--- src/psd_pkg.sv ---
// Shared types and constants for the port scan detector.
package psd_pkg;

    // Sizing
    localparam int SOURCES   = 16;
    localparam int PORT_KEYS = 256;
    localparam int SRC_W     = (SOURCES > 1) ? $clog2(SOURCES) : 1;
    localparam int IP_W      = 32;
    localparam int KEY_W     = 8;
    localparam int CNT_W     = 8;
    // One row per source: port bitmap in the low bits, distinct count above it
    localparam int ROW_W     = PORT_KEYS + CNT_W;

    // Configuration port
    localparam int APB_AW    = 3;
    localparam int APB_DW    = 32;
    localparam logic [0:0] REG_SCAN_THRESHOLD = 1'b0;
    localparam logic [CNT_W-1:0] THRESHOLD_RESET = 8'd100;

    // Address table search result
    typedef struct packed {
        logic             found;
        logic [SRC_W-1:0] hit;
        logic             have_free;
        logic [SRC_W-1:0] free_idx;
    } t_cam_res;

    // Address table registration request
    typedef struct packed {
        logic             we;
        logic [SRC_W-1:0] idx;
        logic [IP_W-1:0]  ip;
    } t_cam_wr;

endpackage

--- src/psd_cfg.sv ---
// APB register block holding the scan threshold.
module psd_cfg (
    input  logic                       i_clk,
    input  logic                       i_rst_n,
    input  logic                       psel,
    input  logic                       penable,
    input  logic                       pwrite,
    input  logic [psd_pkg::APB_AW-1:0] paddr,
    input  logic [psd_pkg::APB_DW-1:0] pwdata,
    output logic [psd_pkg::APB_DW-1:0] prdata,
    output logic                       pready,
    output logic [psd_pkg::CNT_W-1:0]  o_threshold
);
    import psd_pkg::*;

    logic [CNT_W-1:0] r_threshold;
    logic             sel_thr;

    // Register index sits at paddr[2]
    assign sel_thr = (paddr[2] == REG_SCAN_THRESHOLD);

    always_ff @(posedge i_clk) begin
        if (!i_rst_n) begin
            r_threshold <= THRESHOLD_RESET;
        end else if (psel && penable && pwrite && sel_thr) begin
            r_threshold <= pwdata[CNT_W-1:0];
        end
    end

    assign pready      = 1'b1;
    assign prdata      = sel_thr ? APB_DW'(r_threshold) : '0;
    assign o_threshold = r_threshold;

endmodule

--- config.mk ---
export PLATFORM = sky130hd
export DESIGN_NAME = psd_cfg
export DESIGN_NICKNAME = d
export VERILOG_FILES = /design/src/psd_pkg.sv /design/src/psd_cfg.sv
export SDC_FILE = /design/constraint.sdc
export NUM_CORES = 1
export LEC_CHECK = 0
export ABC_AREA = 0
export BUFFER_PORTS_ARGS = -buffer_cell sky130_fd_sc_hd__buf_4
export CAP_MARGIN = 20
export CORE_UTILIZATION = 33
export CTS_CLUSTER_DIAMETER = 60
export DETAILED_ROUTE_END_ITERATION = 7
export PLACE_DENSITY_LB_ADDON = 0.2
export RECOVER_POWER = 50
export SLEW_MARGIN = 20
export SYNTH_ARGS = -nofsm -noshare
export SYNTH_HDL_FRONTEND = slang
export SYNTH_SLANG_ARGS = --single-unit
--- constraint.sdc ---
create_clock -name i_clk -period 1.5 [get_ports i_clk]
set_clock_uncertainty 0.1 [all_clocks]
set_input_delay 0.3 -clock i_clk [delete_from_list [all_inputs] [get_ports i_clk]]
set_output_delay 0.3 -clock i_clk [all_outputs]
set_load 0.005 [all_outputs]
# Yosys cells after proc, flatten, opt, wreduce, memory -nomap -nowiden
# Cells that the tools add are included.
[op_classes] n_bitwise=1 n_mux=1 n_reduce_logical=3
[op_table] cell="$mux 8" n=1
[op_table] cell="$logic_and 1x1->1" n=3
[op_table] cell="$not 1->1" n=1
[totals] input_bits=40 word_cells=6 regBits=8 output_inout_bits=41

# Depth between registers and ports, before layout
[logic_depth] ltp_word=3 mapped_depth=3 ltp_nobuf=2

# Worst setup path after synthesis
# Ideal clock, no wire load.
[synth_timing] path_kind="in2reg" startpoint="input port paddr[2] in the netlist's numbering" endpoint="register r_threshold[0], in the netlist o_threshold[0]" setup_ps=72 slack_ps=491 arrival_time_ps=838 t_required_ps=1328 n_path_buf=1 stages=3 path_cell_list="and4b_1 > buf_6 > mux2i_1"
[synth_via] elab_chain_len=2
[synth_rtl] item="start, declared" line="psd_cfg.sv:8" rtl="input logic [psd_pkg::APB_AW-1:0] paddr,"
[synth_rtl] item="$not 1->1" line="psd_cfg.sv:20" rtl="assign sel_thr = (paddr[2] == REG_SCAN_THRESHOLD);"
[synth_rtl] item="$logic_and 1x1->1" line="psd_cfg.sv:25" rtl="end else if (psel && penable && pwrite && sel_thr) begin"
[synth_rtl] item="end signal, assigned" line="psd_cfg.sv:26" rtl="r_threshold <= pwdata[CNT_W-1:0];"
[synth_rtl] item="end, declared" line="psd_cfg.sv:16" rtl="logic [CNT_W-1:0] r_threshold;"
# No other way between the ends.
# A chain may end at the register's enable or synchronous reset.

# Final worst setup path
[layout_timing] startpoint="input port paddr[2] in the netlist's numbering" endpoint="register r_threshold[4], in the netlist o_threshold[4]"
# The elaborated chain is that of the path after synthesis.

==> results_tabular.tex <==
\begin{tabular}{lr}
\hline
Metric & Value \\
\hline
\multicolumn{2}{l}{\textbf{Clock network}} \\
Number of instances resized during post-cts repair & 0 \\
Clock tree from TritonCTS & built \\
Post-CTS Setup Inserts & 0 \\
Skew-Pair Late Insertion Delay & 0.25 ns \\
Buffers from clock root to sink, at most & 2 \\
Number of sinks driven by the clock tree & 8 \\
Cts bufs inserted & 3 \\
Cell at the root of the clock tree & sky130\_fd\_sc\_hd\_\_clkbuf\_4 \\
CTS clk-pin slew, worst paths & 0.05 ns \\
Post-CTS Hold Buffers & 0 \\
H-tree levels & 1 \\
\multicolumn{2}{l}{\textbf{Logic synthesis}} \\
Area share of fa/ha/maj cells after synthesis & 0\% \\
Average cell area after synthesis & 8.65 um\^{}2 \\
Total of flip-flops plus latches after synthesis & 8 \\
Sequential element share of the synthesized area & 26.4\% \\
Main combinational cell family by area after synthesis & buffers and inverters \\
Post-synthesis instance total & 70 \\
Proportion of synthesized area in mux cells & 13.2\% \\
Synthesized-area fraction occupied by xor and xnor cells & 0\% \\
Synthesized-area fraction occupied by ao, oa, aoi and oai cells & 0\% \\
Fraction of the mapped netlist area in simple logic gates & 25.6\% \\
Warnings, synthesis & 0 \\
Cell area after synthesis & 606 um\^{}2 \\
Number of distinct library cells after synthesis & 10 \\
\multicolumn{2}{l}{\textbf{Power}} \\
Total power density per cell area & 618 nW/um\^{}2 \\
Max rail drop VDD & 0.528 mV \\
Overall power of the completed layout & 0.473 mW \\
Leakage power of the design & 0.393 nW \\
\multicolumn{2}{l}{\textbf{GRT}} \\
Antenna violations before repair & 0 \\
Overflow after GRT & 0 \\
Largest net degree at the start of global routing & 17 \\
Via count of the first global-routing pass & 342 \\
Wire length of the first global-routing pass & 1520 um \\
Total routing usage reported by global routing & 11.3\% \\
\multicolumn{2}{l}{\textbf{Floorplanning}} \\
Die extent in y & 44.8 um \\
Ports placed on the boundary & 81 \\
Floorplan Core Area & 1730 um\^{}2 \\
Total number of placement rows & 15 \\
Die outline area & 2010 um\^{}2 \\
Horizontal extent of the die & 44.8 um \\
Starting density of the core & 35.1\% \\
\multicolumn{2}{l}{\textbf{Final layout}} \\
Count of inserted antenna diode cells & 0 \\
Cell Count, Final, Fillers Out & 124 \\
Synth-to-layout area growth & 26.2\% \\
Share of post-route cells with drive strength above 1 & 40.4\% \\
Share of the core filled with cells & 44.3\% \\
Post-route cell area & 764 um\^{}2 \\
Net total in the final layout & 141 \\
Number of flip-flops under the largest register name & 8 \\
\multicolumn{2}{l}{\textbf{Worst setup path}} \\
Cell with the largest stage delay on the worst path & sky130\_fd\_sc\_hd\_\_clkbuf\_1 \\
Minimum setup slack among reg-to-reg paths & 0.77 ns \\
Path length in cells of the critical path & 4 \\
Launch point of the critical path & paddr[2] \\
Crit path max fanout & 9 \\
Critical Path Sink & o\_threshold[4] \\
Beginning of the worst register-to-register path & o\_threshold[6] \\
Crit-path max cell delay & 0.45 ns \\
Critical path class & input port to register \\
Required time of the critical path & 1.58 ns \\
Combined buffer and inverter count along the critical path & 2 \\
Cell breakdown of the critical path & buf\_4 > and4b\_1 > clkbuf\_1 > mux2i\_1 \\
Depth of the worst register-to-register path & 2 \\
Kind of cell adding the most delay to the critical path & buffers and inverters \\
Nature of the critical path endpoint & register \\
RR Endpoint & o\_threshold[6] \\
Arrival time at the worst endpoint & 1.37 ns \\
Startpoint kind of the worst setup timing path & input port \\
\multicolumn{2}{l}{\textbf{STA}} \\
Worst setup margin & 0.209 ns \\
Sum Neg Setup Slack & 0 ns \\
Unrepaired setup endpoints after global routing & no \\
Endpoints failing setup & 0 \\
Slew margin rel. & 62.0\% \\
Count of final max-slew check failures & 0 \\
Post-route fraction of the period consumed by the critical path & 86.1\% \\
Final Hold Vio Count & 0 \\
Least-Margin Pin Slew & 0.570 ns \\
Tmin final & 1.29 ns \\
Worst hold slack & 0.202 ns \\
Max Freq & 774 MHz \\
\multicolumn{2}{l}{\textbf{Placed design}} \\
Global placer's final weighted congestion & 0.556 \\
Post-detailed-placement cell area & 746 um\^{}2 \\
Buffers on Ports & 29 \\
HPWL after DPL & 792 um \\
Pre-CTS setup slack & 0.239 ns \\
Total placed cells including tap cells & 121 \\
\multicolumn{2}{l}{\textbf{Routing}} \\
Via Count & 459 \\
Via-per-instance ratio & 3.70 \\
Router iterations before antenna repair & 4 \\
Initial DRC count & 4 \\
Wirelength, routed & 1020 um \\
Count of nets left with antenna violations after detail routing & 0 \\
DRC & 0 \\
Routed wire per std cell & 8.22 um \\
\multicolumn{2}{l}{\textbf{Hold path}} \\
Hold Crit Class & input port to register \\
\multicolumn{2}{l}{\textbf{Run}} \\
Max-capacitance violation count & 0 \\
\multicolumn{2}{l}{\textbf{Run status}} \\
Outcome & finished, final reports clean \\
\hline
\end{tabular}
==> layout make-up <==
type,count,area (um^2)
clock buffer,3,22.5
sequential,8,160
fill,200,962
timing repair buffer,30,221
multi-input combinational,58,329
tap,25,31.3
==> cell usage in the layout, fill, tap and decap left out <==
| cell | netlist | final |
|---|---|---|
| sky130_fd_sc_hd__and2b_2 | 8 | 8 |
| sky130_fd_sc_hd__dfxtp_1 | 8 | 8 |
| sky130_fd_sc_hd__nand2_1 | 10 | 10 |
| sky130_fd_sc_hd__clkbuf_1 | 1 | 1 |
| sky130_fd_sc_hd__clkbuf_4 | 0 | 7 |
| sky130_fd_sc_hd__nor2b_1 | 6 | 6 |
| sky130_fd_sc_hd__mux2i_1 | 8 | 8 |
| sky130_fd_sc_hd__buf_4 | 25 | 25 |
| sky130_fd_sc_hd__conb_1 | 2 | 25 |
| sky130_fd_sc_hd__and4b_1 | 1 | 1 |
==> synthesized netlist by cell type, drive strengths merged <==
cell type | n | area share [%]
mux2i | 8 | 13
buf | 26 | 33
and4b | 1 | 1.7
and2b | 8 | 12
nor2b | 6 | 6.2
clkbuf | 1 | 0.62
conb | 2 | 1.2
nand2 | 10 | 6.2
dfxtp | 8 | 26
==> cells by family after synthesis <==
kind of cell / Yosys count
and+or+nand+nor: 25
other: 2
muxes: 8
DFF: 8
buffers and inverters: 27
==> worst min-delay path: stages <==
cell,delay (ns)
sky130_fd_sc_hd__buf_4,0.11
sky130_fd_sc_hd__nand2_1,0.04
sky130_fd_sc_hd__mux2i_1,0.05
==> worst min path at each step <==
stage / from / to / slack, ns / depth (start not counted)
2_1_floorplan: pwdata[0] / o_threshold[0] / 0.34 / 2
3_3_place_gp: o_threshold[3] / o_threshold[3] / 0.36 / 2
3_5_place_dp: o_threshold[3] / o_threshold[3] / 0.36 / 2
4_1_cts: pwdata[3] / o_threshold[3] / 0.20 / 3
5_1_grt: pwdata[5] / o_threshold[5] / 0.20 / 3
6_report: pwdata[7] / o_threshold[7] / 0.20 / 3
==> power breakdown <==
part	internal (mW)	switching [mW]	leakage (nW)	total [mW]
sequential	0.218	0.00305	0.0649	0.221
clock	0.0914	0.0705	0.0138	0.162
combinational	0.0500	0.0400	0.314	0.0901
==> layer usage <==
metal | wire length, um | track usage [%]
met1 | 377 | 12.1
met4 | 0 | 5.45
met5 | 0 | 0
met3 | 112 | 6.00
met2 | 529 | 18.2
(Power assumes the default switching activity.)
