===== config.mk =====
export PLATFORM = sky130hd
export DESIGN_NAME = psd_cam
export DESIGN_NICKNAME = d
export VERILOG_FILES = /design/src/psd_pkg.sv /design/src/psd_cam.sv
export SDC_FILE = /design/constraint.sdc
export NUM_CORES = 1
export LEC_CHECK = 0
export ABC_AREA = 1
export BUFFER_PORTS_ARGS = -buffer_cell sky130_fd_sc_hd__buf_2
export CAP_MARGIN = 30
export CORE_MARGIN = 2
export CORE_UTILIZATION = 55
export DETAILED_ROUTE_END_ITERATION = 10
export PLACE_DENSITY = 0.72
export REMOVE_ABC_BUFFERS = 1
export SLEW_MARGIN = 20
export SYNTH_ARGS = -nofsm -noshare
export SYNTH_HDL_FRONTEND = slang
export SYNTH_SLANG_ARGS = --single-unit

===== constraint.sdc =====
create_clock -name i_clk -period 3.7 [get_ports i_clk]
set_clock_uncertainty 0.05 [all_clocks]
set_input_delay 0.37 -clock i_clk [delete_from_list [all_inputs] [get_ports i_clk]]
set_output_delay 0.37 -clock i_clk [all_outputs]
set_load 0.05 [all_outputs]

===== src/psd_pkg.sv =====
// Shared types and constants for the port scan detector.
package psd_pkg;

    // Sizing
    localparam int SOURCES   = 16;
    localparam int PORT_KEYS = 256;
    localparam int SRC_W     = (SOURCES > 1) ? $clog2(SOURCES) : 1;
    localparam int IP_W      = 32;
    localparam int KEY_W     = 8;
    localparam int CNT_W     = 8;
    // One row per source: port bitmap in the low bits, distinct count above it
    localparam int ROW_W     = PORT_KEYS + CNT_W;

    // Configuration port
    localparam int APB_AW    = 3;
    localparam int APB_DW    = 32;
    localparam logic [0:0] REG_SCAN_THRESHOLD = 1'b0;
    localparam logic [CNT_W-1:0] THRESHOLD_RESET = 8'd100;

    // Address table search result
    typedef struct packed {
        logic             found;
        logic [SRC_W-1:0] hit;
        logic             have_free;
        logic [SRC_W-1:0] free_idx;
    } t_cam_res;

    // Address table registration request
    typedef struct packed {
        logic             we;
        logic [SRC_W-1:0] idx;
        logic [IP_W-1:0]  ip;
    } t_cam_wr;

endpackage


===== src/psd_cam.sv =====
// Source address table: associative search and lowest-free-entry pick.
module psd_cam (
    input  logic                     i_clk,
    input  logic                     i_rst_n,
    input  logic [psd_pkg::IP_W-1:0] i_ip,
    input  psd_pkg::t_cam_wr         i_wr,
    output psd_pkg::t_cam_res        o_res
);
    import psd_pkg::*;

    logic [IP_W-1:0] r_addr  [SOURCES];
    logic [SOURCES-1:0] r_valid;
    t_cam_res n_res;

    // Registration of a new source
    always_ff @(posedge i_clk) begin
        if (!i_rst_n) begin
            r_valid <= '0;
        end else if (i_wr.we) begin
            r_valid[i_wr.idx] <= 1'b1;
        end
    end

    always_ff @(posedge i_clk) begin
        if (i_wr.we) begin
            r_addr[i_wr.idx] <= i_wr.ip;
        end
    end

    // First matching valid entry, first invalid entry
    always_comb begin
        n_res = '0;
        for (int e = 0; e < SOURCES; e++) begin
            if (r_valid[e]) begin
                if (!n_res.found && r_addr[e] == i_ip) begin
                    n_res.found = 1'b1;
                    n_res.hit   = SRC_W'(e);
                end
            end else if (!n_res.have_free) begin
                n_res.have_free = 1'b1;
                n_res.free_idx  = SRC_W'(e);
            end
        end
    end

    assign o_res = n_res;

endmodule


# Word level (Yosys, flattened, before mapping)
# Memories as Yosys holds them, arrays and structs flattened.
# Index checks and enable logic that the tools add are counted.
[classes]
order_cmp = 2
eq_ne = 16
mux = 67
n_bitwise = 1
reduce_logical = 31
[ops]
columns = ["cell", "count"]
rows = [
  ["32-bit == test", 16],
  ["5-bit two-way mux", 48],
  ["4-bit two-way mux", 15],
  ["1-bit logical AND", 16],
  ["16-bit OR", 1],
  ["1-bit logical NOT", 15],
  ["4-bit by 5-bit < comparator with 1-bit output, second input constant", 1],
  ["1-bit demux with 4-bit select", 1],
  ["4-bit by 1-bit >= comparator with 1-bit output, second input constant", 1],
  ["1-bit two-way mux", 3],
]
[totals]
register_bits = 16
mem_bits_rw = 512
inputBits = 71
out_inout_bits = 10
word_cells = 119
mem_count = 1
[memory_table]
columns = ["memory", "depth", "width", "rd", "rd_clocked_by_memory_dff", "write_ports", "line_no", "text"]
rows = [
  ["r_addr", 16, 32, 16, 0, 1, "psd_cam.sv:11", "logic [IP_W-1:0] r_addr [SOURCES];"],
]

# Depth between registers and ports, before layout
# Gate-level depths: netlist of run 1.
# An unclocked memory read counts as a cell.
[depth]
word_depth = 64
ltp_mapped = 21
mapped_depth_nobuf = 19

# Least setup slack after synthesis of run 1
# Ideal clock, no wire load.
[synth_path]
kind = "flip-flop to output port"
from = "register r_valid[1]"
to = "output port o_res[2] in the netlist's numbering"
arrival_time_ps = 2741
t_required_ps = 3280
path_slack_ps = 539
path_stages_with_launch = 11
path_buffers = 0
cell_sequence = "dfxtp_1 -> nand2_1 -> nor2_1 -> inv_1 -> nor2_1 -> inv_1 -> nor2_1 -> inv_1 -> nor2_1 -> inv_1 -> o41ai_1"
[synth_rtl]
columns = ["element", "line_no", "text"]
rows = [
  ["from (decl)", "psd_cam.sv:12", "logic [SOURCES-1:0] r_valid;"],
  ["from (signal assigned)", "psd_cam.sv:18", "r_valid <= '0;"],
  ["from (signal, indexed assignment)", "psd_cam.sv:20", "r_valid[i_wr.idx] <= 1'b1;"],
  ["to (decl)", "psd_cam.sv:7", "output psd_pkg::t_cam_res o_res"],
]

==> qor.csv, run 1 <==
stage,metric,value,unit
logic_synthesis,synth_top_cell_by_area,edfxtp_1,
detailed_routing,via_per_inst,6.436,
layout,layout-drive-gt1-share,15.63,%
setup_path,path_delay_family,simple AND/OR/NAND/NOR gates,
logic_synthesis,avgSynthCellArea,11.68,µm²
detailed_routing,drc_errors,0,
setup_path,cp_num_buf_inv,3,
layout,layout.nets,2247,
timing,fmax,0.2754,GHz
detailed_routing,vias,17760,
timing,fin_crit_sh,98.12,%
logic_synthesis,synth-compound-area-share,7.890,%
timing,rsz0062_at_grt,false,
layout,fin_util,64.31,%
placed_design,placement.io_buffers,80,
setup_path,r2r_setup_slack,2.87,ns
timing,finalSetupViolations,0,
grt,track_usage,39.83,%
clock_tree,cts_buffer_depth,3,
pwr,p_per_area,503.3,nW/µm²
pwr,p_sw_share,23.99,%
timing,period_minus_slack,3.630,ns
setup_path,startpoint_type,flip-flop,
timing,hold_viol,0,
clock_tree,clkTransAtPathRegs,0.07,ns
timing,slew_violations,0,
clock_tree,post-cts-setup-buffer-count,0,
setup_path,reg2reg_from,r_valid[4]$_SDFFE_PN0P_,
logic_synthesis,yosysSeqAreaShare,66.47,%
grt,gr-total-overflow,0,
logic_synthesis,synth_top_family_by_area,simple AND/OR/NAND/NOR gates,
logic_synthesis,ys_seq_elements,528,
die,core.rowCount,75,
clock_tree,tritoncts,done,
logic_synthesis,synthSimpleGateAreaFrac,14.40,%
logic_synthesis,synth_area_leaders,"edfxtp_1, nand2_1, xnor2_1",
run_status,status,"finished, final reports clean",
setup_path,crit_fanout,3,
placed_design,dp_hpwl,57.99,mm
logic_synthesis,netlist-cell-type-count,56,
logic_synthesis,synthAdderAreaFrac,0,%
logic_synthesis,muxShareOfSynthArea,0,%
clock_tree,cts_sinks,528,
pwr,p_int,10.37,mW
logic_synthesis,syn_area,23610,µm²
logic_synthesis,yosysMostFrequentCell,edfxtp_1,
pwr,comb_power_share,7.9,%
die,initial_core_util,56.04,%
pwr,p_clk_share,42.6,%
worst_hold_path,hold_class,in -> reg,
detailed_routing,wl_per_cell,31.78,µm
detailed_routing,drt_wl_total,87.72,mm
pwr,fin_total_pwr,13.64,mW
grt,grt_antenna_before_repair,1,
logic_synthesis,synth-edff-count,512,
run,drv_cap,0,
setup_path,worstRegToRegCells,2,
pwr,vdd_drop_max,0.0004372,V
logic_synthesis,yosys_most_used_dff,edfxtp_1,
clock_tree,h-tree-depth,2,
timing,slew_headroom,35.22,%
detailed_routing,first_pass_iters,7,
die,die_w,211.2,µm
grt,grt_pass1_wl,121.8,mm
logic_synthesis,netlist_instances,2021,
clock_tree,worstSkewPairLatency,0.60,ns
die,die-height,211.2,µm
logic_synthesis,synth_common_cells,"edfxtp_1, nand2_1, nor2_1, inv_1, xnor2_1",
worst_hold_path,hold_start,i_wr[28],
grt,grt_max_degree,33,
logic_synthesis,synth_xor_area_share,6.306,%
pwr,p_leak,9.694,nW
setup_path,cp_cell_sequence,"xnor2_1, o2111ai_1, nor2_1, nand4_1, nor2_2, inv_1, a21oi_2, a31oi_2, nand2_1, inv_1, nand2_1, clkbuf_4",
setup_path,criticalPathCategory,reg -> out,
grt,grt_pass1_vias,16500,
timing,tightest_slew,0.9694,ns
detailed_routing,drtIter0Drc,3334,
detailed_routing,final_antenna_net_count,0,
setup_path,slowest_stage,xnor2_1,
die,core-area,42130,µm²
logic_synthesis,synth.yosys.warnings,0,
layout,syn_to_final_growth,14.77,%
logic_synthesis,synth_top_area_share,65.12,%
pwr,pwr-share-seq,49.4,%
setup_path,cp.arrival,3.21,ns
timing,setup_slack,0.06953,ns
placed_design,place.gp.congestion,1.002,
placed_design,dpl_worst_slack,-0.09377,ns
pwr,switchingPower,3.272,mW
clock_tree,cts_buffers,55,
setup_path,critical_path_required,3.28,ns
clock_tree,root_buffer,clkbuf_16,
setup_path,cp-end-kind,output port,
setup_path,r2r-end,r_valid[4]$_SDFFE_PN0P_,
setup_path,slowest_delay,0.53,ns
worst_hold_path,hold_path_depth,1,
die,io_pins,81,
die,dieArea,44600,µm²
logic_synthesis,async_flop_share,0,%
worst_hold_path,hold-path-endpoint,r_addr[7][28]$_DFFE_PP_,
worst reg2reg max path, cell delays in order, from the launching register on:
cell	delay (ns)
dfxtp_1	0.52
nor2_1	0.09
nor2_1	0.10
flip-flops by register name (all words and copies together) (netlist names):
register	count
r_addr	512
r_valid	16
cell usage in the layout (no fill, tap or decap), types with 11 or more instances in the layout:
master,Yosys,layout
a211oi_1,15,15
a21oi_1,21,20
a221oi_1,11,11
a22o_1,26,26
buf_12,0,15
buf_2,26,78
buf_4,18,72
clkbuf_16,0,57
clkinv_2,0,11
dfxtp_1,16,15
edfxtp_1,512,512
inv_1,150,150
inv_2,20,20
nand2_1,421,421
nand3_1,37,37
nand4_1,30,30
nor2_1,191,174
nor2_4,3,19
nor3_1,27,26
nor4_1,15,15
o21ai_0,106,105
o21ai_1,19,20
o22ai_1,61,61
or2_2,17,17
xnor2_1,125,124
xor2_1,45,45
per-stage QoR:
| step | setup TNS (ns) | instances | area, µm² | hold WS [ns] |
|---|---|---|---|---|
| 6_report | 0 | 2760 | 27100 | 0.1646 |
| 5_1_grt | 0 | 2759 | 27100 | 0.1664 |
| 4_1_cts | 0 | 2759 | 27070 | 0.1356 |
| 3_5_place_dp | -0.09377 | 2657 | 25180 | 0.4321 |
| 3_3_place_gp | -0.1387 | 2648 | 24990 | 0.4260 |
| 2_1_floorplan | 0 | 1950 | 23110 | 0.4123 |
cell families (layout without fill, tap and decap cells):
| group | Yosys count | in the layout |
|---|---|---|
| flops | 528 | 528 |
| xor+xnor | 170 | 170 |
| other cells | 0 | 1 |
| simple gates | 781 | 781 |
| compound gates | 296 | 296 |
| buf+inv | 246 | 445 |
worst max path at each step:
stage                             from  endpoint  slack [ns]  cells past startpoint
3_5_place_dp                   i_ip[4]  o_res[6]       -0.09                     14
4_1_cts         r_addr[5][1]$_DFFE_PP_  o_res[6]        0.02                     13
5_1_grt        r_valid[1]$_SDFFE_PN0P_  o_res[0]        0.01                     13
2_1_floorplan  r_valid[1]$_SDFFE_PN0P_  o_res[2]        0.54                     10
3_3_place_gp                   i_ip[4]  o_res[6]       -0.14                     14
6_report       r_addr[7][29]$_DFFE_PP_  o_res[6]        0.07                     12
repair_timing:
action	4_1_cts	5_1_grt
gates resized for setup	3	8
pin swaps	0	1
endpoints found under the setup margin	3	5
hold endpoints to repair	2	0
hold buffers	1	0
power by group through the flow:
stage / sequential [mW] / clock (mW) / combinational (mW)
global placement: 6.86 / 0 / 1.01
floorplan: 6.85 / 0 / 0.401
global route: 6.75 / 6.03 / 1.11
detailed placement: 6.87 / 0 / 1.03
CTS: 6.74 / 5.80 / 1.04
finish: 6.74 / 5.81 / 1.08
routing by layer:
| metal | up-vias | track usage (%) | routed length [µm] |
|---|---|---|---|
| met5 | - | 0 | 11 |
| met4 | 2 | 19.43 | 5234 |
| met3 | 296 | 10.33 | 12990 |
| met2 | 1539 | 58.02 | 37380 |
| met1 | 8517 | 55.95 | 32100 |
| li1 | 7408 | - | - |
final cells by class:
type,count,area [µm²]
multi-input combinational,1247,6903
antenna,1,2.502
timing repair buffer,169,1284
inverter,175,666.9
tap,539,674.4
clock buffer,65,1466
clock inverter,36,405.4
sequential,528,15700
fill,3160,15040
(Power assumes the default switching activity.)
==> run 2, diff against run 1 <==
CORE_MARGIN = default   (was 2)
PLACE_DENSITY = 0.8   (was 0.72)
==> run 2 against run 1 <==
Compared with the run above:
- the flow now finishes with violations (negative setup slack)
- hold slack lost 0.0011 ns
- fmax decreased by 2.0%
- first-iteration DRC count shrank 5.3%
==> qor.csv, run 2 (synthesis gave the netlist of run 1 again) <==
stage,metric,value,unit,change
run_status,status,"complete, but fails checks",,
run_status,violations,negative setup slack,,
detailed_routing,via_per_inst,6.480,,+0.70%
timing,slew_headroom,41.97,%,+6.8 points
layout,biggestRegsByFlops,"r_addr x512, r_valid x16",,
clock_tree,cts_sinks,528,,unchanged
timing,fin_setup_tns,-0.004655,ns,-0.004655 ns
grt,grt_pass1_vias,17100,,+3.7%
layout,layout.nets,2268,,+0.93%
layout,regArea,15700,µm²,about the same
clock_tree,cts_buffer_depth,3,,unchanged
grt,track_usage,40.38,%,+0.55 points
timing,hold_ws,0.1635,ns,-0.001102 ns
grt,gr-total-overflow,0,,unchanged
timing,setup_slack,-0.004655,ns,-0.07418 ns
grt,grt_max_degree,34,,+3.0%
detailed_routing,dr_wl_met3,14.85,mm,+14%
pwr,p_clk_share,41.3,%,-1.3 points
timing,fmax,0.2699,GHz,-2.0%
pwr,p_leak,9.747,nW,+0.54%
die,core-area,42130,µm²,unchanged
setup_path,cp.arrival,3.28,ns,+0.07 ns
pwr,p_per_area,490.2,nW/µm²,-2.6%
detailed_routing,first_pass_iters,5,,-2
detailed_routing,drt_wl_total,86.98,mm,-0.84%
setup_path,cp-end-kind,output port,,
detailed_routing,top_layer_used,met5,,
die,initial_core_util,56.04,%,unchanged
clock_tree,post-cts-setup-buffer-count,0,,unchanged
layout,largest_register_ff_count,512,,unchanged
die,die-height,209.2,µm,-0.95%
clock_tree,root_buffer,clkbuf_16,,
pwr,p_int,10.18,mW,-1.8%
detailed_routing,final_antenna_net_count,0,,unchanged
setup_path,reg2reg_from,r_valid[4]$_SDFFE_PN0P_,,
die,die_w,209.2,µm,-0.95%
placed_design,dpl_worst_slack,-0.04115,ns,+0.05262 ns
timing,fin_crit_sh,100.1,%,+2.0 points
pwr,fin_total_pwr,13.35,mW,-2.1%
die,io_pins,81,,unchanged
layout,fin_util,64.63,%,+0.32 points
layout,nFillCells,3169,,+0.28%
worst_hold_path,hold_start,i_wr[28],,
detailed_routing,vias,18040,,+1.6%
placed_design,placement.io_buffers,80,,unchanged
die,dieArea,43760,µm²,-1.9%
detailed_routing,wl_met2,35.30,mm,-5.6%
placed_design,place.gp.congestion,1.018,,+1.6%
timing,slew_violations,0,,unchanged
clock_tree,cts_buffers,53,,-3.6%
timing,hold_viol,0,,unchanged
detailed_routing,drt-met1-wl,31.01,mm,-3.4%
detailed_routing,drtIter0Drc,3157,,-5.3%
grt,grt_antenna_before_repair,8,,+7
timing,finalSetupViolations,1,,+1
worst_hold_path,hold_class,in -> reg,,
clock_tree,worstSkewPairLatency,0.60,ns,about the same
setup_path,criticalPathCategory,reg -> out,,
setup_path,r2r_setup_slack,2.70,ns,-0.17 ns
clock_tree,h-tree-depth,2,,unchanged
layout,regMostFlops,r_addr,,
layout,final_cell_mix,"edfxtp_1, nand2_1, nor2_1",,
layout,syn_to_final_growth,15.34,%,
placed_design,dp_hpwl,58.15,mm,+0.28%
timing,period_minus_slack,3.705,ns,+0.07418 ns
pwr,comb_power_share,8.2,%,+0.3 points
setup_path,critical_path_required,3.28,ns,about the same
timing,tightest_slew,0.8684,ns,-0.1011 ns
setup_path,startpoint_type,flip-flop,,
grt,grt_pass1_wl,121.9,mm,about the same
pwr,vdd_drop_max,0.0004249,V,-2.8%
layout,layout-drive-gt1-share,16.02,%,+0.39 points
detailed_routing,drc_errors,0,,unchanged
pwr,p_sw_share,23.72,%,-0.27 points
die,core.rowCount,75,,unchanged
run,drv_cap,0,,unchanged
layout,final_common_cell,edfxtp_1,,
detailed_routing,wl_per_cell,31.24,µm,-1.7%
clock_tree,tritoncts,done,,
pwr,pwr-share-seq,50.5,%,+1.1 points
pwr,switchingPower,3.167,mW,-3.2%
clock_tree,clkTransAtPathRegs,0.06,ns,about the same
setup_path,critPathLaunch,r_valid[4]$_SDFFE_PN0P_,,
layout,multi_input_area,6933,µm²,+0.44%
setup_path,crit_fanout,5,,+2
-- run 2: cell types whose count changed in the layout (fill, tap and decap cells not counted), moves of 3 or more --
| cell | previous run | this run |
|---|---|---|
| inv_6 | 5 | 2 |
| clkbuf_1 | 7 | 15 |
| clkinv_1 | 9 | 15 |
| clkinv_2 | 11 | 6 |
| buf_4 | 72 | 94 |
| diode_2 | 1 | 4 |
| clkinv_4 | 3 | 0 |
| buf_12 | 15 | 12 |
| buf_16 | 1 | 5 |
-- run 2: path summary, 6_finish.rpt --
check / cells after the start / to
min reg2reg: 1 / r_valid[12]$_SDFFE_PN0P_
max: 13 / o_res[6]
max reg2reg: 2 / r_valid[4]$_SDFFE_PN0P_
min: 1 / r_addr[10][28]$_DFFE_PP_
-- run 2: what timing repair did --
action,CTS,global route
pin swaps,0,1
endpoints found under the hold margin,2,0
endpoints found under the setup margin,5,6
hold buffers,1,0
gates resized for setup,6,15
-- run 2: worst max-delay path: stages (launching register included) --
cell	delay, ns
dfxtp_1	0.57
o21ai_0	0.15
nand3b_1	0.24
nor3_2	0.36
nand2_1	0.10
nor2_1	0.13
nand3_2	0.14
nand3_1	0.14
a21oi_2	0.06
a31oi_2	0.25
nand2_1	0.17
inv_1	0.09
nand2_1	0.05
clkbuf_4	0.22
-- run 2: power by group through the flow --
stage	logic (mW)	registers (mW)	clock network (mW)
after global routing	1.11	6.75	5.73
after global placement	1.00	6.86	0
final	1.09	6.75	5.51
after floorplan	0.401	6.85	0
after detailed placement	1.03	6.87	0
after CTS	1.04	6.74	5.50
-- run 2: cell type report --
class / instances / share of cell area, %
Clock buffer: 70 / 5.261
Inverter: 175 / 2.458
Clock inverter: 29 / 1.149
Sequential cell: 528 / 57.65
Timing Repair Buffer: 192 / 5.513
Multi-Input combinational cell: 1247 / 25.46
Tap cell: 539 / 2.476
Antenna cell: 4 / 0.03676
-- run 2: metrics by stage --
step           instance area (µm²)  cells
6_report                     27230   2784
4_1_cts                      27100   2777
5_1_grt                      27220   2780
2_1_floorplan                23110   1950
3_5_place_dp                 25330   2677
3_3_place_gp                 25070   2666
-- run 2: layer usage --
layer / vias up / GRT usage, %
met2: 1757 / 56.00
met1: 8519 / 56.39
met3: 311 / 11.86
met4: 2 / 24.04
li1: 7452 / -
met5: - / 0
