==> src/psd_ram.sv <==
// Generic single-port-write, registered-read RAM.
module psd_ram #(
    parameter int WIDTH = 8,
    parameter int DEPTH = 16
) (
    input  logic                                     i_clk,
    input  logic                                     i_we,
    input  logic [((DEPTH > 1) ? $clog2(DEPTH) : 1)-1:0] i_waddr,
    input  logic [WIDTH-1:0]                         i_wdata,
    input  logic                                     i_re,
    input  logic [((DEPTH > 1) ? $clog2(DEPTH) : 1)-1:0] i_raddr,
    output logic [WIDTH-1:0]                         o_rdata
);

    logic [WIDTH-1:0] r_mem [DEPTH];
    logic [WIDTH-1:0] r_rdata;

    // Write port and registered read port
    always_ff @(posedge i_clk) begin
        if (i_we) begin
            r_mem[i_waddr] <= i_wdata;
        end
        if (i_re) begin
            r_rdata <= r_mem[i_raddr];
        end
    end

    assign o_rdata = r_rdata;

endmodule

==> config.mk <==
export PLATFORM = sky130hd
export DESIGN_NAME = psd_ram
export DESIGN_NICKNAME = d
export VERILOG_FILES = /design/src/psd_ram.sv
export SDC_FILE = /design/constraint.sdc
export NUM_CORES = 1
export LEC_CHECK = 0
export BUFFER_PORTS_ARGS = -buffer_cell sky130_fd_sc_hd__buf_4
export CORE_MARGIN = 5
export CORE_UTILIZATION = 45
export DETAILED_ROUTE_END_ITERATION = 16
export GPL_TIMING_DRIVEN = 0
export PLACE_DENSITY = 0.62
export SLEW_MARGIN = 40
export SYNTH_ARGS = -nofsm -noshare
export SYNTH_HDL_FRONTEND = slang
export SYNTH_SLANG_ARGS = --single-unit
==> constraint.sdc <==
create_clock -name i_clk -period 2.07 [get_ports i_clk]
set_input_delay 0.207 -clock i_clk [delete_from_list [all_inputs] [get_ports i_clk]]
set_output_delay 0.207 -clock i_clk [all_outputs]
set_load 0.02 [all_outputs]
; After elaboration in Yosys (flattened, before gate mapping)
; Memories as Yosys holds them, arrays and structs flattened. A register that Yosys moved wholly into a read port is not among the register bits.
; Index checks and enable logic that the tools add are counted.
[op_classes]
mux = 2
[ops]
columns = operator, n
row1 = $mux 1, 2
[word_totals]
regBits = 0
ramBits = 128
in_bits = 19
out_inout_bits = 8
elab_cells = 3
n_memories = 1
[mem_list]
columns = memory, depth, word_bits, read_ports, rd_clocked_by_memory_dff, write_ports, line
row1 = r_mem, 16, 8, 1, 1, 1, 15  ; logic [WIDTH-1:0] r_mem [DEPTH];

; Longest topological paths before layout
; Gate-level depths: netlist of run 1.
[logic_depth]
word_depth = 2
depth_mapped = 5
depth_no_buf = 3

; Worst setup path before layout of run 1
; Ideal clock, no wire load.
[synth_timing]
path_kind = input to register
startpoint = input i_waddr[2] (netlist bit)
endpoint = memory r_mem[0][0], enable pin
setup_time_ns = 0.383
arrival_ns = 1.317
required_time_ns = 1.687
setup_slack_ns = 0.370
path_stages = 2
cell_sequence = or3b_2 nor3_1
[synth_rtl]
columns = element, line
row1 = from (decl), 8  ; input logic [((DEPTH > 1) ? $clog2(DEPTH) : 1)-1:0] i_waddr,
row2 = to (decl), 15
; Straight into the memory's write port.

==> impl_metrics.env, run 1 <==
export IMPL_clockBufferDepth=2
export IMPL_period_needed_ps=1595
export IMPL_finalHoldViolations=0
export IMPL_syn_cell_area_um2=5228
export IMPL_ys_warn_count=0
export IMPL_drc=0
export IMPL_dp_cells=397
export IMPL_viasPerCell=5.455
export IMPL_diodes=0
export IMPL_rsz0062_at_grt="no"
export IMPL_mostFrequentLayoutCells="edfxtp_1, buf_4, mux4_2, clkbuf_16, a22oi_1"
export IMPL_crit_fanout=1
export IMPL_post_route_util=0.5439
export IMPL_drtIter0Drc=185
export IMPL_cp_slowest_stage_delay_ps=580
export IMPL_grt_max_degree=17
export IMPL_fin_nets=292
export IMPL_synthCells=229
export IMPL_drt_total_wl_um=9876
export IMPL_final_common_cell="edfxtp_1"
export IMPL_critPathCaptureType="flip-flop"
export IMPL_dieArea_um2=13870
export IMPL_yosysSeqAreaShare=0.7812
export IMPL_avgSynthCellArea_um2=22.83
export IMPL_synth_seq_cells=136
export IMPL_cts_setup_buffers=0
export IMPL_ctsHoldBuffers=0
export IMPL_first_global_vias=2529
export IMPL_place_ws_ps=82.89
export IMPL_powerDensity_nw_per_um2=1036
export IMPL_dr_total_vias=2340
export IMPL_cts_tree="done"
export IMPL_io_pins=27
export IMPL_coreArea_um2=11420
export IMPL_report_final_slew_viol_count=0
export IMPL_cp_num_buf_inv=0
export IMPL_antenna_found_initial=0
export IMPL_power_leakage_nw=2.063
export IMPL_die_width_um=117.8
export IMPL_path_cells="mux4_1 -> a22oi_1 -> nand2_1"
export IMPL_grt_ovfl_total=0
export IMPL_cap_violations=0
export IMPL_dr_pass1_iters=6
export IMPL_die_y_um=117.8
export IMPL_place_congestion=0.6993
export IMPL_htree_num_levels=4
export IMPL_cp_top_family="multiplexers"
export IMPL_portBuffers=25
export IMPL_grtUsageTotal=0.1535
export IMPL_cts_buffers=17
export IMPL_clock_root_buffer="clkbuf_16"
export IMPL_syn_num_nets=248
export IMPL_setup_viol=0
export IMPL_clk_transition_reported_paths_ps=50
export IMPL_rows=39
export IMPL_ir_drop_uv=518.3
export IMPL_avgRoutedWirePerCell_um=23.02
export IMPL_relSlewSlack=0.4616
export IMPL_cp_arrival_ps=1740
export IMPL_max_freq_mhz=626.8
export IMPL_post_route_period_util=0.7707
export IMPL_crit_required_ps=2220
export IMPL_ant_nets=0
export IMPL_ys_types=18
export IMPL_hold_path_class="input pin to flip-flop"
export IMPL_layout_drive_gt1_share=0.2902
export IMPL_grt_pass1_wl_um=15190
export IMPL_startpoint_type="flip-flop"
export IMPL_crit_slowest_cell="mux4_1"
export IMPL_start_util=0.4578
export IMPL_status="finished, final reports clean"
export IMPL_path_class="flip-flop to flip-flop"
export IMPL_place_hpwl_um=6324
export IMPL_layout_cells_non_filler=429
export IMPL_tightestPinTransition_ps=804.6
export IMPL_fin_worst_skew_ps=4.585
export IMPL_setup_ws_ps=474.6
export IMPL_cts_sinks=136
export IMPL_worstSkewPairLatency_ps=410
export IMPL_areaGrowthSynthToFinish_pct=18.81
export IMPL_post_cts_resized=0
where the power goes:
part	leakage, nW	internal [mW]	switching (mW)
registers	1.24	3.10	0.0130
clock network	0.283	1.98	1.01
logic	0.543	0.137	0.187
total	2.06	5.22	1.21
layout make-up:
cell class	instances	area [um2]
Fill cell	883	5207
Sequential cell	136	4084
Multi-Input combinational cell	83	1082
Clock buffer	19	432.9
Timing Repair Buffer	25	187.7
Tap cell	143	178.9
Clock inverter	13	158.9
Buffer	10	86.33
synthesized netlist by cell type:
cell type        number  area share
edfxtp_1            136        0.78
mux4_2               18       0.078
a22oi_1              16       0.023
mux4_1               14       0.070
nor2_1               13      0.0093
nand2_1               9      0.0065
nor3_1                4      0.0038
buf_2                 3      0.0029
buf_6                 3      0.0065
clkdlybuf4s25_2       3      0.0057
nand2b_1              2      0.0024
nand3b_1              2      0.0029
and2_1                1      0.0012
and2b_1               1      0.0014
buf_4                 1      0.0014
nand3_1               1     0.00096
nor2b_1               1      0.0012
or3b_2                1      0.0017
worst reg2reg max path: stages (launching register included):
cell      delay [ps]
edfxtp_1         360
mux4_1           580
a22oi_1          290
nand2_1          100
worst paths after layout:
| kind | startpoint | to | slack [ps] | depth (start not counted) |
|---|---|---|---|---|
| min reg2reg | r_mem[8][4] | o_rdata[4] | 760 | 3 |
| min | i_re | o_rdata[3] | 80 | 1 |
| max | r_mem[6][3] | o_rdata[3] | 470 | 3 |
| max reg2reg | r_mem[6][3] | o_rdata[3] | 470 | 3 |
stage by stage:
stage | setup TNS [ps] | hold WS [ps] | cell area, um2 | total power [mW]
2_1_floorplan | 0 | 305.9 | 5228 | 3.346
3_3_place_gp | -1781 | 487.1 | 5594 | 3.490
3_5_place_dp | 0 | 496.9 | 5614 | 3.502
4_1_cts | 0 | 65.90 | 6206 | 6.491
5_1_grt | 0 | 67.12 | 6211 | 6.658
6_report | 0 | 80.86 | 6211 | 6.436
registers in the layout (all words and copies together) (netlist names):
| signal | cells |
|---|---|
| r_mem | 128 |
| o_rdata | 8 |
logic make-up (layout without fill, tap and decap cells):
kind of cell | Yosys count | after routing | share of synthesized area
AND/OR/NAND/NOR | 35 | 35 | 0.03136
flip-flops | 136 | 136 | 0.7812
multiplexers | 32 | 32 | 0.1479
AO/OA/AOI/OAI | 16 | 16 | 0.02298
buffers and inverters | 10 | 67 | 0.01651
metal layers:
metal	routed length [um]	share of wire	up-vias	track usage
met1	4425	0.45	1196	0.2118
met4	144	0.015	0	0.06523
met2	4866	0.49	66	0.2295
li1	-	-	1070	-
met3	439	0.044	8	0.04469
met5	0	0	-	0
Note: power is estimated with default switching activity, not from simulation.
==> inputs of run 2 (changes only) <==
--- a/config.mk
+++ b/config.mk
@@ -10,7 +10,7 @@
 export CORE_UTILIZATION = 45
 export DETAILED_ROUTE_END_ITERATION = 16
 export GPL_TIMING_DRIVEN = 0
-export PLACE_DENSITY = 0.62
+export PLACE_DENSITY = 0.64
 export SLEW_MARGIN = 40
 export SYNTH_ARGS = -nofsm -noshare
 export SYNTH_HDL_FRONTEND = slang
==> constraint.sdc (replaced) <==
create_clock -name i_clk -period 1.4 [get_ports i_clk]
set_input_delay 0.14 -clock i_clk [delete_from_list [all_inputs] [get_ports i_clk]]
set_output_delay 0.14 -clock i_clk [all_outputs]
set_load 0.02 [all_outputs]
==> impl_metrics.env, run 2 (synthesized netlist as in run 1, its figures left out) <==
export IMPL_top_register="r_mem"
export IMPL_die_y_um=117.8
export IMPL_crit_fanout=1
export IMPL_grtUsageTotal=0.1505
export IMPL_cts_setup_buffers=0
export IMPL_dp_cells=397
export IMPL_die_width_um=117.8
export IMPL_report_final_slew_viol_count=0
export IMPL_p_sw_mw=1.936
export IMPL_crit_slowest_cell="mux4_2"
export IMPL_diodes=0
export IMPL_cp_slowest_stage_delay_ps=520
export IMPL_viasPerCell=5.581
export IMPL_powerDensity_nw_per_um2=1590
export IMPL_io_pins=27
export IMPL_avgRoutedWirePerCell_um=23.13
export IMPL_fin_nets=293
export IMPL_clkPwrFrac=0.490
export IMPL_path_class="flip-flop to flip-flop"
export IMPL_ant_nets=0
export IMPL_clockBufferDepth=2
export IMPL_finalHoldViolations=0
export IMPL_path_cells="mux4_2 -> a22oi_2 -> nand2_1"
export IMPL_drtIter0Drc=190
export IMPL_p_comb_frac=0.052
export IMPL_p_sw_frac=0.1925
export IMPL_p_seq_frac=0.458
export IMPL_dr_total_vias=2400
export IMPL_grt_pass1_wl_um=15030
export IMPL_start_util=0.4578
export IMPL_period_needed_ps=1434
export IMPL_rsz0062_at_grt="yes"
export IMPL_clock_root_buffer="clkbuf_16"
export IMPL_cts_sinks=136
export IMPL_coreArea_um2=11420
export IMPL_place_congestion=0.6889
export IMPL_startpoint_type="flip-flop"
export IMPL_largest_register_ffs=128
export IMPL_cap_violations=0
export IMPL_fin_worst_skew_ps=7.769
export IMPL_cts_buffers=17
export IMPL_portBuffers=25
export IMPL_place_ws_ps=-472.7
export IMPL_tightestPinTransition_ps=792.2
export IMPL_max_freq_mhz=697.3
export IMPL_cp_arrival_ps=1580
export IMPL_layout_drive_gt1_share=0.4077
export IMPL_cts_tree="done"
export IMPL_clk_transition_reported_paths_ps=60
export IMPL_dr_pass1_iters=4
export IMPL_mostFrequentLayoutCells="edfxtp_1, mux4_2, buf_4, clkbuf_16, a22oi_2"
export IMPL_worstSkewPairLatency_ps=410
export IMPL_dieArea_um2=13870
export IMPL_violations="setup timing"
export IMPL_power_leakage_nw=2.050
export IMPL_grt_max_degree=17
export IMPL_drt_total_wl_um=9946
export IMPL_relSlewSlack=0.4699
export IMPL_drc=0
export IMPL_power_internal_mw=8.121
export IMPL_post_route_period_util=1.024
export IMPL_layout_cells_non_filler=430
export IMPL_final_common_cell="edfxtp_1"
export IMPL_place_hpwl_um=6161
export IMPL_setup_ws_ps=-34.16
export IMPL_setup_viol=3
export IMPL_antenna_found_initial=0
export IMPL_rows=39
export IMPL_first_global_vias=2445
export IMPL_htree_num_levels=4
export IMPL_areaGrowthSynthToFinish_pct=20.99
export IMPL_critPathCaptureType="flip-flop"
export IMPL_grt_ovfl_total=0
export IMPL_crit_required_ps=1550
export IMPL_hold_path_class="input pin to flip-flop"
export IMPL_ir_drop_uv=676.1
export IMPL_status="finished, violations left"
[run 2: cell count changes in the layout (fill, tap and decap cells not counted), moves of 3 or more]
| cell | change |
|---|---|
| clkinvlp_4 | +3 |
| clkinv_1 | -4 |
| mux4_2 | +12 |
| nor2_1 | -4 |
| a22oi_1 | -12 |
| mux4_1 | -12 |
| nor2_2 | +4 |
| a22oi_2 | +12 |
[run 2: area by class of cell]
class                           count  area [um2]
Fill cell                         874        5094
Sequential cell                   136        4084
Multi-Input combinational cell     83        1114
Clock buffer                       17       425.4
Clock inverter                     15       231.5
Timing Repair Buffer               26       197.7
Tap cell                          143       178.9
Buffer                             10       93.84
[run 2: power groups by stage]
stage | Sequential, mW | Combinational (mW) | Clock [mW]
finish | 4.61 | 0.520 | 4.93
detailed placement | 4.69 | 0.487 | 0
global route | 4.62 | 0.560 | 5.16
global placement | 4.69 | 0.473 | 0
CTS | 4.61 | 0.516 | 4.95
floorplan | 4.72 | 0.235 | 0
[run 2: worst max-delay path, delay by kind of cell, from the launching register on]
family	cells	cell delay [ps]
AND/OR/NAND/NOR	1	110
AO/OA/AOI/OAI	1	180
multiplexers	1	520
flip-flops	1	360
[run 2: repair_timing]
item / in CTS / in global routing
pin swaps: 7 / 6
hold buffers: 1 / 0
endpoints found under the hold margin: 6 / 0
gates resized for setup: 21 / 7
endpoints found under the setup margin: 24 / 11
[run 2: stage by stage]
| step | power [mW] | util | hold WS, ps | setup TNS, ps | instance area [um2] |
|---|---|---|---|---|---|
| finish | 10.06 | 0.5539 | 60.12 | -75.72 | 6325 |
| global route | 10.33 | 0.5539 | 57.27 | -293.7 | 6325 |
| CTS | 10.07 | 0.5524 | 53.34 | -77.07 | 6307 |
| detailed placement | 5.180 | 0.4923 | 428.0 | -27910 | 5622 |
| global placement | 5.160 | 0.4910 | 417.3 | -33690 | 5607 |
| floorplan | 4.950 | - | 238.9 | -236.4 | 5240 |
[run 2: worst paths after layout]
path          startpoint           end  slack, ps  depth (start not counted)
max reg2reg  r_mem[7][5]    o_rdata[5]        -30                          3
min           i_wdata[4]  r_mem[15][4]         60                          1
max          r_mem[7][5]    o_rdata[5]        -30                          3
min reg2reg  r_mem[8][3]    o_rdata[3]        750                          3
[run 2: layer usage]
layer | track usage | vias up | part of all wire
li1 | - | 1061 | -
met1 | 0.2115 | 1249 | 0.45
met2 | 0.2231 | 77 | 0.47
met3 | 0.04469 | 13 | 0.058
met4 | 0.05806 | 0 | 0.015
met5 | 0 | - | 0
==> inputs of run 3 (changes only) <==
--- a/config.mk
+++ b/config.mk
@@ -6,11 +6,12 @@
 export NUM_CORES = 1
 export LEC_CHECK = 0
 export BUFFER_PORTS_ARGS = -buffer_cell sky130_fd_sc_hd__buf_4
+export CORE_ASPECT_RATIO = 0.75
 export CORE_MARGIN = 5
-export CORE_UTILIZATION = 45
+export CORE_UTILIZATION = 25
 export DETAILED_ROUTE_END_ITERATION = 16
 export GPL_TIMING_DRIVEN = 0
-export PLACE_DENSITY = 0.64
+export PLACE_DENSITY = 0.41
 export SLEW_MARGIN = 40
 export SYNTH_ARGS = -nofsm -noshare
 export SYNTH_HDL_FRONTEND = slang
==> impl_metrics.env, run 3 (synthesized netlist as in run 1, its figures left out) <==
export IMPL_place_hpwl_um=7859
export IMPL_start_util=0.2565
export IMPL_portBuffers=25
export IMPL_dr_pass1_iters=4
export IMPL_relSlewSlack=0.4571
export IMPL_worstSkewPairLatency_ps=410
export IMPL_grt_pass1_wl_um=17450
export IMPL_r2r_slack_ps=-130
export IMPL_rr_worst_depth=3
export IMPL_ant_nets=0
export IMPL_timing_rr_end="o_rdata[5]"
export IMPL_report_final_slew_viol_count=0
export IMPL_final_common_cell="edfxtp_1"
export IMPL_cts_sinks=136
export IMPL_finalHoldViolations=0
export IMPL_cp_arrival_ps=1670
export IMPL_grt_max_degree=17
export IMPL_path_class="flip-flop to flip-flop"
export IMPL_place_ws_ps=-479.9
export IMPL_dr_total_vias=2431
export IMPL_die_width_um=177.0
export IMPL_power_internal_mw=7.802
export IMPL_p_sw_mw=2.040
export IMPL_crit_slowest_cell="mux4_2"
export IMPL_place_congestion=0.7070
export IMPL_top_register="r_mem"
export IMPL_grt_ovfl_total=0
export IMPL_clk_transition_reported_paths_ps=60
export IMPL_violations="setup timing"
export IMPL_hold_start="i_wdata[6]"
export IMPL_rsz0062_at_grt="yes"
export IMPL_max_freq_mhz=655.6
export IMPL_worstReg2RegStart="r_mem[11][5]"
export IMPL_clkPwrFrac=0.477
export IMPL_viasPerCell=4.265
export IMPL_min_delay_path_depth=1
export IMPL_p_sw_frac=0.2073
export IMPL_cap_violations=0
export IMPL_setup_viol=6
export IMPL_grtUsageTotal=0.1028
export IMPL_setup_tns_ps=-465.7
export IMPL_drt_total_wl_um=11840
export IMPL_power_leakage_nw=2.066
export IMPL_clockBufferDepth=2
export IMPL_htree_num_levels=4
export IMPL_status="finished, violations left"
export IMPL_io_pins=27
export IMPL_cts_tree="done"
export IMPL_hold_path_class="input pin to flip-flop"
export IMPL_tightestPinTransition_ps=809.9
export IMPL_cp_startpoint="r_mem[11][5]"
export IMPL_post_layout_total_power_mw=9.842
export IMPL_critPathCaptureType="flip-flop"
export IMPL_die_y_um=135.2
export IMPL_setup_ws_ps=-125.2
export IMPL_p_seq_frac=0.468
export IMPL_ir_drop_uv=715.6
export IMPL_diodes=0
export IMPL_rows=45
export IMPL_clock_root_buffer="clkbuf_16"
export IMPL_p_comb_frac=0.054
export IMPL_antenna_found_initial=0
export IMPL_cp_slowest_stage_delay_ps=520
export IMPL_drtIter0Drc=127
export IMPL_coreArea_um2=20380
export IMPL_largest_register_ffs=128
export IMPL_crit_required_ps=1540
export IMPL_cts_buffers=17
export IMPL_post_route_util=0.3184
export IMPL_mostFrequentLayoutCells="edfxtp_1, buf_4, mux4_2, clkbuf_16, nor2_2"
export IMPL_areaGrowthSynthToFinish_pct=24.15
export IMPL_fin_worst_skew_ps=6.160
export IMPL_path_cells="mux4_2 -> a22oi_2 -> nand2_2"
export IMPL_startpoint_type="flip-flop"
export IMPL_post_route_period_util=1.089
export IMPL_dieArea_um2=23930
export IMPL_drc=0
export IMPL_hold_end="r_mem[11][6]"
export IMPL_holdWs_ps=51.63
export IMPL_period_needed_ps=1525
export IMPL_avgRoutedWirePerCell_um=20.77
export IMPL_layout_drive_gt1_share=0.4167
export IMPL_crit_fanout=1
export IMPL_first_global_vias=2558
export IMPL_fin_nets=294
export IMPL_powerDensity_nw_per_um2=1517
-- run 3: changes by cell type in the layout (fill, tap and decap cells not counted), sizes merged --
cell,previous run,this run
clkinv,5,8
clkinvlp,4,1
bufinv,6,4
buf,32,33
clkbuf,17,18
inv,0,1
-- run 3: layout make-up --
cell class	instances	area, um2
Buffer	10	93.84
Clock buffer	18	429.2
Clock inverter	14	198.9
Fill cell	1977	13890
Multi-Input combinational cell	83	1126
Sequential cell	136	4084
Tap cell	282	352.8
Timing Repair Buffer	27	205.2
-- run 3: worst max path at each step --
stage / cells past startpoint / end / slack (ps)
final: 3 / o_rdata[5] / -130
after CTS: 3 / o_rdata[5] / -170
after detailed placement: 5 / o_rdata[5] / -480
after global placement: 3 / r_mem[8][3] / -770
after floorplan: 5 / o_rdata[1] / -20
after global routing: 3 / o_rdata[5] / -140
-- run 3: per-layer routing --
metal  track usage  share of wire  up-vias
li1              -              -     1070
met1        0.1463           0.51     1304
met2        0.1528           0.44       49
met3       0.02930          0.037        8
met4       0.03136         0.0082        0
met5             0              0        -
-- run 3: what timing repair did --
| action | 4_1_cts | 5_1_grt |
|---|---|---|
| resized for setup | 11 | 8 |
| endpoints found under the setup margin | 16 | 8 |
| hold buffers | 1 | 0 |
| endpoints found under the hold margin | 8 | 0 |
| pin swaps | 7 | 3 |
| buffers inserted | 0 | 0 |
| cloned | 0 | 0 |
-- run 3: critical path, delay by kind of cell (launching register included) --
family	cells	cell delay (ps)
compound gates	1	260
mux	1	520
flops	1	370
simple gates	1	110
-- run 3: stage by stage --
| step | instance area [um2] | instances |
|---|---|---|
| 2_1_floorplan | 5240 | 229 |
| 3_3_place_gp | 5781 | 536 |
| 3_5_place_dp | 5828 | 537 |
| 4_1_cts | 6485 | 570 |
| 5_1_grt | 6490 | 570 |
| 6_report | 6490 | 570 |
-- run 3: power groups by stage --
stage	Sequential, mW	Combinational, mW	Clock (mW)
6_report	4.61	0.536	4.70
5_1_grt	4.61	0.578	4.99
4_1_cts	4.61	0.540	4.80
3_5_place_dp	4.69	0.522	0
3_3_place_gp	4.69	0.507	0
2_1_floorplan	4.72	0.235	0
